--- src/rtl/core/tcw_pkg.sv ---
// tcw_pkg: shared types and constants of the text console writer.
// Used by tcw_ctrl, tcw_datapath and the text_console_writer top level.
`default_nettype none

package tcw_pkg;

    localparam int FUNC_W = 2;
    localparam int CHAR_W = 8;
    localparam int IDX_W  = 11;
    localparam int POS_W  = 11;
    localparam int OCOL_W = 7;
    localparam int OROW_W = 5;
    localparam int ATTR_W = 8;

    localparam logic [CHAR_W-1:0] CHAR_NUL   = 8'h00;
    localparam logic [CHAR_W-1:0] CHAR_LF    = 8'h0A;
    localparam logic [CHAR_W-1:0] CHAR_CR    = 8'h0D;
    localparam logic [CHAR_W-1:0] CHAR_BLANK = 8'h20;
    localparam logic [ATTR_W-1:0] ATTR_RESET = 8'h07;

    typedef enum logic [FUNC_W-1:0] {
        FUNC_PUT   = 2'd0,
        FUNC_BACK  = 2'd1,
        FUNC_CLEAR = 2'd2,
        FUNC_READ  = 2'd3
    } t_func;

    // controller -> datapath
    typedef struct packed {
        logic capture;      // latch the input item
        logic exec;         // run the item: cursor update, char write, cell read
        logic sweep_rst;    // restart the grid sweep counter
        logic sweep_blank;  // write a space at the sweep cell, advance
        logic scroll_copy;  // copy one cell up by a row, advance
        logic load_out;     // load the result register
    } t_dp_cmd;

    // datapath -> controller
    typedef struct packed {
        logic func_clear;
        logic need_scroll;
        logic sweep_last;
        logic copy_last;
    } t_dp_sts;

endpackage

`default_nettype wire

--- src/rtl/core/tcw_ctrl.sv ---
// tcw_ctrl: sequencing FSM of the text console writer.
// Depends on tcw_pkg; drives tcw_datapath through t_dp_cmd / t_dp_sts.
`default_nettype none

module tcw_ctrl (
    input  wire logic            i_clk,
    input  wire logic            i_rst_n,
    input  wire logic            i_in_valid,
    output logic                 o_in_stall,
    output logic                 o_out_valid,
    input  wire logic            i_out_stall,
    input  tcw_pkg::t_dp_sts     i_sts,
    output tcw_pkg::t_dp_cmd     o_cmd
);
    import tcw_pkg::*;

    typedef enum logic [6:0] {
        ST_INIT   = 7'b0000001,
        ST_IDLE   = 7'b0000010,
        ST_EXEC   = 7'b0000100,
        ST_CLEAR  = 7'b0001000,
        ST_SCROLL = 7'b0010000,
        ST_BLANK  = 7'b0100000,
        ST_DONE   = 7'b1000000
    } t_state;

    t_state  r_state, n_state;
    logic    r_out_valid, n_out_valid;
    logic    in_ready;
    logic    out_free;
    t_dp_cmd cmd;

    assign out_free = !r_out_valid || !i_out_stall;

    always_comb begin
        n_state  = r_state;
        cmd      = '0;
        in_ready = 1'b0;
        unique case (r_state)
            ST_INIT: begin
                cmd.sweep_blank = 1'b1;
                if (i_sts.sweep_last) begin
                    n_state = ST_IDLE;
                end
            end
            ST_IDLE: begin
                in_ready = 1'b1;
                if (i_in_valid) begin
                    cmd.capture = 1'b1;
                    n_state     = ST_EXEC;
                end
            end
            ST_EXEC: begin
                cmd.exec = 1'b1;
                if (i_sts.func_clear) begin
                    cmd.sweep_rst = 1'b1;
                    n_state       = ST_CLEAR;
                end else if (i_sts.need_scroll) begin
                    cmd.sweep_rst = 1'b1;
                    n_state       = ST_SCROLL;
                end else begin
                    n_state = ST_DONE;
                end
            end
            ST_CLEAR: begin
                cmd.sweep_blank = 1'b1;
                if (i_sts.sweep_last) begin
                    n_state = ST_DONE;
                end
            end
            ST_SCROLL: begin
                cmd.scroll_copy = 1'b1;
                if (i_sts.copy_last) begin
                    n_state = ST_BLANK;
                end
            end
            ST_BLANK: begin
                cmd.sweep_blank = 1'b1;
                if (i_sts.sweep_last) begin
                    n_state = ST_DONE;
                end
            end
            ST_DONE: begin
                // result waits here until the output register is free
                if (out_free) begin
                    cmd.load_out = 1'b1;
                    in_ready     = 1'b1;
                    if (i_in_valid) begin
                        cmd.capture = 1'b1;
                        n_state     = ST_EXEC;
                    end else begin
                        n_state = ST_IDLE;
                    end
                end
            end
            default: begin
                n_state = ST_INIT;
            end
        endcase
    end

    assign n_out_valid = cmd.load_out || (r_out_valid && i_out_stall);

    always_ff @(posedge i_clk) begin
        if (!i_rst_n) begin
            r_state     <= ST_INIT;
            r_out_valid <= 1'b0;
        end else begin
            r_state     <= n_state;
            r_out_valid <= n_out_valid;
        end
    end

    assign o_in_stall  = !in_ready;
    assign o_out_valid = r_out_valid;
    assign o_cmd       = cmd;

endmodule

`default_nettype wire

--- config.mk ---
export PLATFORM = sky130hd
export DESIGN_NAME = tcw_ctrl
export DESIGN_NICKNAME = d
export VERILOG_FILES = /design/src/rtl/core/tcw_pkg.sv /design/src/rtl/core/tcw_ctrl.sv
export SDC_FILE = /design/constraint.sdc
export NUM_CORES = 1
export LEC_CHECK = 0
export ABC_AREA = 1
export BUFFER_PORTS_ARGS = -buffer_cell sky130_fd_sc_hd__buf_2
export CAP_MARGIN = 40
export CORE_AREA = 2 2 39 41
export CTS_BUF_LIST = sky130_fd_sc_hd__clkbuf_16
export CTS_CLUSTER_DIAMETER = 40
export CTS_CLUSTER_SIZE = 20
export DETAILED_ROUTE_END_ITERATION = 8
export DIE_AREA = 0 0 41 43
export PLACE_DENSITY = 0.73
export REMOVE_ABC_BUFFERS = 1
export SLEW_MARGIN = 20
export SYNTH_ARGS = -nofsm -noshare
export SYNTH_HDL_FRONTEND = slang
export SYNTH_SLANG_ARGS = --single-unit
--- constraint.sdc ---
create_clock -name i_clk -period 1.3 [get_ports i_clk]
set_input_delay 0.195 -clock i_clk [delete_from_list [all_inputs] [get_ports i_clk]]
set_output_delay 0.195 -clock i_clk [all_outputs]
set_load 0.02 [all_outputs]
* Word level (Yosys, flattened, before mapping) *
Index checks and enable logic that the tools add are counted.

storage, ports and cells
  bits in registers = 8
  word-level logic and storage cells = 43
  input port bits = 8

operators by class
  reduce and logical (&&, ||, !) cells = 9
  multiplexer cells = 20
  equality and inequality tests = 12

operators with widths
  kind                                                                      number
  7-bit two-way mux                                                         7
  7-bit case mux with 6 select lines                                        1
  1-bit two-way mux                                                         8
  2-bit inequality test (second input constant)                             4
  7-bit by 1-bit equality test with 1-bit output (second input constant)    1
  7-bit by 2-bit equality test with 1-bit output (second input constant)    1
  7-bit by 3-bit equality test with 1-bit output (second input constant)    1
  7-bit by 4-bit equality test with 1-bit output (second input constant)    1
  7-bit by 5-bit equality test with 1-bit output (second input constant)    1
  7-bit by 6-bit equality test with 1-bit output (second input constant)    1
  7-bit equality test (second input constant)                               1
  5-bit AND reduction                                                       1
  1-bit case mux with 2 select lines                                        2
  1-bit logical NOT                                                         3
  3-bit two-way mux                                                         1
  3-bit OR reduction                                                        1
  1-bit logical OR                                                          2
  2-bit two-way mux                                                         1
  2-bit by 1-bit inequality test with 1-bit output (second input constant)  1
  2-bit OR reduction                                                        1
  1-bit logical AND                                                         1

* Logic depth before layout (Yosys ltp) *
Gate-level depths: netlist of the first run.

  depth in word-level cells = 5
  mapped depth = 10

* Worst setup path after synthesis of the first run *
OpenSTA, ideal clock, no wires.

  path type = register -> output
  start = register r_state[1]
  end = output o_cmd[5] (netlist name)
  path slack = -332 ps
  arrival time = 1437 ps
  cell stages (with the launch flop) = 8
  required time = 1105 ps
  cell sequence = dfxtp_1 -> nor2_1 -> nand2_1 -> nor2_2 -> inv_2 -> a21oi_2 -> a21oi_2 -> nor2_1

RTL lines
  element                 RTL line         RTL
  from (decl)             tcw_ctrl.sv:27   t_state r_state, n_state;
  from (signal assigned)  tcw_ctrl.sv:109  r_state <= n_state;
  to (decl)               tcw_ctrl.sv:13   output tcw_pkg::t_dp_cmd o_cmd

==> results of run 1 <==
[cell type report]
type / instances / area (sq um) / area share, %
Inverter: 16 / 65.1 / 5.67
Timing Repair Buffer: 41 / 304 / 26.5
Multi-Input combinational cell: 72 / 512 / 44.6
Sequential cell: 8 / 171 / 14.9
Tap cell: 16 / 20.0 / 1.74
Clock buffer: 3 / 75.1 / 6.54
[final timing paths]
check | startpoint | to | cells past startpoint
worst max-delay path | r_state[1]$_SDFFE_PN0P_ | o_cmd[5] | 8
worst min-delay path | i_rst_n | r_state[3]$_SDFFE_PN0P_ | 3
worst max register to register | r_state[4]$_SDFFE_PN0P_ | r_state[6]$_SDFFE_PN0P_ | 10
worst min register to register | r_state[5]$_SDFFE_PN0P_ | r_state[5]$_SDFFE_PN0P_ | 2
[cell families (layout without fill, tap and decap cells)]
group	after synthesis	after routing	synth area share, %
buf+inv	16	60	9.72
compound gates	10	10	9.72
simple gates	61	62	54.7
flops	8	8	25.9
[sequential cells by signal (all words and copies together), names as in the netlist]
signal	count
r_state	7
o_out_valid	1
[per-layer routing]
layer  track usage (%)  share of wire [%]
met5                 0                  0
met4              22.0                3.3
met3              6.81                2.7
met2              46.3                 53
met1              27.2                 41
[cell usage after synthesis]
cell	number
a21oi_1	7
nand3_4	1
nor3_2	2
nor2_4	2
nand3_2	4
nand2_4	1
inv_2	5
nor3_1	2
nor2_1	15
nand4_1	1
o211ai_1	1
dfxtp_1	8
nand3_1	4
nand2_2	7
nor2_2	3
a21oi_2	2
inv_1	11
nand2_1	19
[stage by stage]
step	std cells	hold slack [ns]	power, mW	setup WS [ns]
after global routing	156	0.265	2.79	-0.386
after global placement	136	0.482	1.50	-0.0354
after detailed placement	136	0.483	1.51	-0.0813
after floorplan	95	0.294	1.15	-0.332
final	156	0.250	2.66	-0.341
after CTS	152	0.247	2.30	-0.277
[where the power goes]
| part | total (mW) | internal (mW) | switching [mW] |
|---|---|---|---|
| registers | 0.442 | 0.340 | 0.102 |
| logic | 1.69 | 0.796 | 0.897 |
| clock network | 0.530 | 0.398 | 0.133 |
| total | 2.66 | 1.53 | 1.13 |
[worst max-delay path, stage by stage (launching register included)]
cell     delay, ns
dfxtp_2       0.33
nor2_4        0.14
nand2_2       0.09
nor2_4        0.11
inv_2         0.06
a21oi_4       0.14
a21oi_2       0.06
nor2_1        0.12
buf_4         0.15
[what timing repair did]
item                                    CTS  global route
pin swaps                                 8             8
setup buffers                            13             5
resized for setup                        21            27
endpoints found under the setup margin   12            14
cloned                                    1             0
==> impl_metrics.py, run 1 <==
metrics = {
    "clock_network": {
        "cts_hold_buf": 0,
        "numCtsBuffers": 3,
        "root_buffer": "clkbuf_16",
        "numClockSinks": 8,
        "cts_tree": "done",
        "cts-htree-levels": 1,
        "clkTransAtPathRegs_ns": 0.04,
        "cts_max_path_buffers": 2,
        "clock_latency_ns": 0.24,
    },
    "timing": {
        "hold_viol": 0,
        "fmax_mhz": 609,
        "max_slew_margin_pct": 82.2,
        "post-route-period-util_pct": 126,
        "tns_ns": -2.36,
        "clock_skew_ns": 0.00259,
        "rsz0062_at_grt": "true",
        "period_minus_slack_ns": 1.64,
        "setup_viol": 13,
        "tightest_slew_ns": 0.266,
        "fin_ws_ns": -0.341,
        "drv_slew": 0,
    },
    "final_layout": {
        "fin_area_sq_mm": 0.00115,
        "final_core_util_pct": 82.9,
        "layout_commonest_cell": "buf_4",
        "antenna_cells": 0,
        "fin_nets": 150,
        "drive_gt1_share_pct": 67.1,
        "fill_cells": 78,
        "final_cell_mix": "27 x buf_4, 16 x nand2_1, 11 x nor2_1, 9 x buf_2",
        "syn_to_final_growth_pct": 85.6,
    },
    "power": {
        "peakVddDrop_uv": 1750,
        "cellLeakagePower_nw": 0.588,
        "power.density_mw_per_mm2": 2320,
    },
    "run_status": {
        "outcome": "finished with violations",
        "violations": "setup timing",
    },
    "global_routing": {
        "grtUsageTotal_pct": 28.0,
        "antenna_found_initial": 0,
        "grt_max_degree": 10,
        "grt_pass1_vias": 749,
        "grt_pass1_wl_um": 3100,
        "overflow": 0,
    },
    "synthesis": {
        "syn_area_sq_um": 618,
        "synth_area_per_cell_sq_um": 6.51,
        "yosysSeqAreaShare_pct": 25.9,
        "yosysUniqueCellTypes": 18,
        "synth_area_leaders": "dfxtp_1 26%, nand2_1 12%, nor2_1 9.1%",
        "yosys.area.top_type": "dfxtp_1",
        "yosysWarnings": 0,
        "synth_seq_cells": 8,
        "netlist.area_leader.share_pct": 25.9,
        "syn_inst": 95,
    },
    "placement": {
        "post-dp-hpwl_um": 1150,
        "io_buffers": 15,
        "place_area_sq_um": 788,
        "gp_congestion": 0.788,
    },
    "routing": {
        "finalWirelength_um": 2350,
        "drcViolationCount": 0,
        "viasPerCell": 5.06,
        "vias": 789,
        "drt_iter0_markers": 10,
        "drt_first_pass_iters": 4,
        "ant_nets": 0,
        "wl_per_cell_um": 15.1,
    },
    "die": {
        "ioPinCount": 16,
        "start_util_pct": 44.7,
        "die-area_sq_mm": 0.00176,
        "die_h_um": 43,
        "coreArea_sq_mm": 0.00138,
        "die_w_um": 41,
        "num_rows": 14,
    },
    "critical_path": {
        "critPathLaunchType": "register",
        "cp.required_ns": 1.11,
        "endpoint_kind": "output port",
        "critPathKind": "reg2out",
        "cp.arrival_ns": 1.45,
        "worst-path-max-fanout": 3,
        "regToRegSetupSlack_ns": -0.20,
    },
    "min_path": {
        "worst_hold_path_type": "in2reg",
    },
    "flow_run": {
        "drv_cap": 0,
    },
}
Power figures use the tool's default switching activity.
==> run 2: changes to the inputs <==
--- a/config.mk
+++ b/config.mk
@@ -20,3 +20,4 @@
 export SYNTH_ARGS = -nofsm -noshare
 export SYNTH_HDL_FRONTEND = slang
 export SYNTH_SLANG_ARGS = --single-unit
+export TNS_END_PERCENT = 30
==> run 2 against run 1 <==
  * The run still ends with setup timing left
  * Critical path depth did not move
  * Final area fell by 4.9%
  * Non-clock buffer count fell by 3
  * Sequential cell count did not move
  * Combinational power barely moved
  * Largest cell class unchanged
==> impl_metrics.py, run 2 (synthesis gave the netlist of run 1 again) <==
metrics = {
    "final_layout": {
        "multi_input_area_sq_um": 477,
        "fin_nets": 146,
        "final_core_util_pct": 78.8,
        "top_register": "r_state",
        "antenna_cells": 0,
        "syn_to_final_growth_pct": 76.5,
        "drive_gt1_share_pct": 64.0,
        "area.sequential_sq_um": 169,
        "final_cell_mix": "23 x buf_4, 16 x nand2_1, 12 x nor2_1",
        "layout_commonest_cell": "buf_4",
        "fill_cells": 91,
        "fin_area_sq_mm": 0.00109,
        "largest_reg_flops": 7,
    },
    "die": {
        "die_w_um": 41,
        "die-area_sq_mm": 0.00176,
        "start_util_pct": 44.7,
        "num_rows": 14,
        "ioPinCount": 16,
        "coreArea_sq_mm": 0.00138,
        "die_h_um": 43,
    },
    "timing": {
        "post-route-period-util_pct": 124,
        "setup_viol": 13,
        "period_minus_slack_ns": 1.61,
        "drv_slew": 0,
        "rsz0062_at_grt": "true",
        "tightest_slew_ns": 0.295,
        "hold_viol": 0,
        "whs_ns": 0.245,
        "max_slew_margin_pct": 80.3,
        "fmax_mhz": 623,
        "clock_skew_ns": 0.00157,
        "fin_ws_ns": -0.306,
    },
    "clock_network": {
        "clock_latency_ns": 0.24,
        "root_buffer": "clkbuf_16",
        "cts_tree": "done",
        "numCtsBuffers": 3,
        "numClockSinks": 8,
        "cts_hold_buf": 0,
        "cts_max_path_buffers": 2,
        "cts-htree-levels": 1,
        "clkTransAtPathRegs_ns": 0.04,
    },
    "min_path": {
        "hold_depth": 2,
        "hp-start": "i_rst_n",
        "worstHoldEndpoint": "r_state[0]$_SDFFE_PN1P_",
        "worst_hold_path_type": "in2reg",
    },
    "critical_path": {
        "r2r_start": "r_state[3]$_SDFFE_PN0P_",
        "timing.rr.end": "r_state[1]$_SDFFE_PN0P_",
        "endpoint_kind": "output port",
        "cp.required_ns": 1.11,
        "worst-path-max-fanout": 4,
        "path_buf_inv": 2,
        "cp.arrival_ns": 1.41,
        "regToRegSetupSlack_ns": -0.21,
        "max_stage_delay_ns": 0.34,
        "cp_top_family": "simple AND/OR/NAND/NOR gates",
        "reg2reg_depth": 10,
        "critPathKind": "reg2out",
        "cp_slowest_cell": "dfxtp_2",
        "cp_cell_sequence": "nor2_4 -> nand2_2 -> nor2_4 -> inv_2 -> a21oi_2 -> a21oi_2 -> nor2_1 -> buf_4",
        "critPathLaunchType": "register",
    },
    "placement": {
        "post-dp-hpwl_um": 1150,
        "io_buffers": 15,
        "gp_congestion": 0.788,
        "place_area_sq_um": 788,
        "pre_cts_ws_ns": -0.0813,
    },
    "routing": {
        "drt_iter0_markers": 15,
        "vias": 794,
        "wl_per_cell_um": 15.1,
        "finalWirelength_um": 2290,
        "viasPerCell": 5.22,
        "drt_first_pass_iters": 4,
        "drcViolationCount": 0,
        "ant_nets": 0,
    },
    "power": {
        "totalPowerFinal_mw": 2.64,
        "cellLeakagePower_nw": 0.568,
        "peakVddDrop_uv": 1260,
        "power.density_mw_per_mm2": 2420,
    },
    "global_routing": {
        "grtUsageTotal_pct": 24.7,
        "antenna_found_initial": 0,
        "overflow": 0,
        "grt_pass1_wl_um": 2880,
        "grt_pass1_vias": 696,
        "grt_max_degree": 10,
    },
    "flow_run": {
        "drv_cap": 0,
    },
    "run_status": {
        "outcome": "finished with violations",
        "violations": "setup timing",
    },
}
-- run 2: cell types whose count changed in the layout (fill, tap and decap cells not counted), sizes merged --
cell	previous run	this run
buf	41	38
nor2	21	20
-- run 2: repair_timing --
item / in CTS / in global routing
resized for setup: 18 / 23
buffers inserted: 9 / 4
setup endpoints to repair: 12 / 14
pin swaps: 7 / 10
endpoints found under the hold margin: 0 / 0
-- run 2: stage by stage --
stage	std cells	setup TNS, ns
2_1_floorplan	95	-0.343
3_3_place_gp	136	-0.0741
4_1_cts	148	-1.67
5_1_grt	152	-3.08
3_5_place_dp	136	-0.305
6_report	152	-2.56
-- run 2: how the worst max path moves through the flow --
| stage | slack, ns | end | depth (start not counted) | startpoint |
|---|---|---|---|---|
| 6_report | -0.31 | o_cmd[5] | 8 | r_state[3]$_SDFFE_PN0P_ |
| 3_3_place_gp | -0.04 | o_cmd[5] | 8 | r_state[1]$_SDFFE_PN0P_ |
| 2_1_floorplan | -0.33 | o_cmd[5] | 7 | r_state[1]$_SDFFE_PN0P_ |
| 4_1_cts | -0.29 | o_cmd[5] | 8 | r_state[1]$_SDFFE_PN0P_ |
| 5_1_grt | -0.34 | o_cmd[5] | 7 | r_state[6]$_SDFFE_PN0P_ |
| 3_5_place_dp | -0.08 | o_cmd[5] | 7 | r_state[6]$_SDFFE_PN0P_ |
-- run 2: metal layers --
| metal | vias to the layer above | global-route usage [%] | share of wire [%] |
|---|---|---|---|
| li1 | 385 | - | - |
| met1 | 378 | 25.9 | 41 |
| met2 | 24 | 43.4 | 55 |
| met3 | 7 | 4.71 | 2.4 |
| met4 | 0 | 12.0 | 1.9 |
| met5 | - | 0 | 0 |
-- run 2: power breakdown --
group	switching (mW)	leakage [nW]	internal, mW	total [mW]
registers	0.0992	0.0676	0.336	0.436
clock network	0.138	0.0370	0.398	0.537
logic	0.902	0.463	0.765	1.67
total	1.14	0.568	1.50	2.64
-- run 2: area by class of cell --
type	instances	share of cell area, %
Timing Repair Buffer	38	26.1
Tap cell	16	1.83
Sequential cell	8	15.5
Multi-Input combinational cell	71	43.7
Inverter	16	5.96
Clock buffer	3	6.88
-- run 2: worst register-to-register path: cells and delay by family, from the launching register on --
kind,cells,cell delay [ns]
and+or+nand+nor,7,0.72
buffers and inverters,3,0.32
DFF,1,0.37
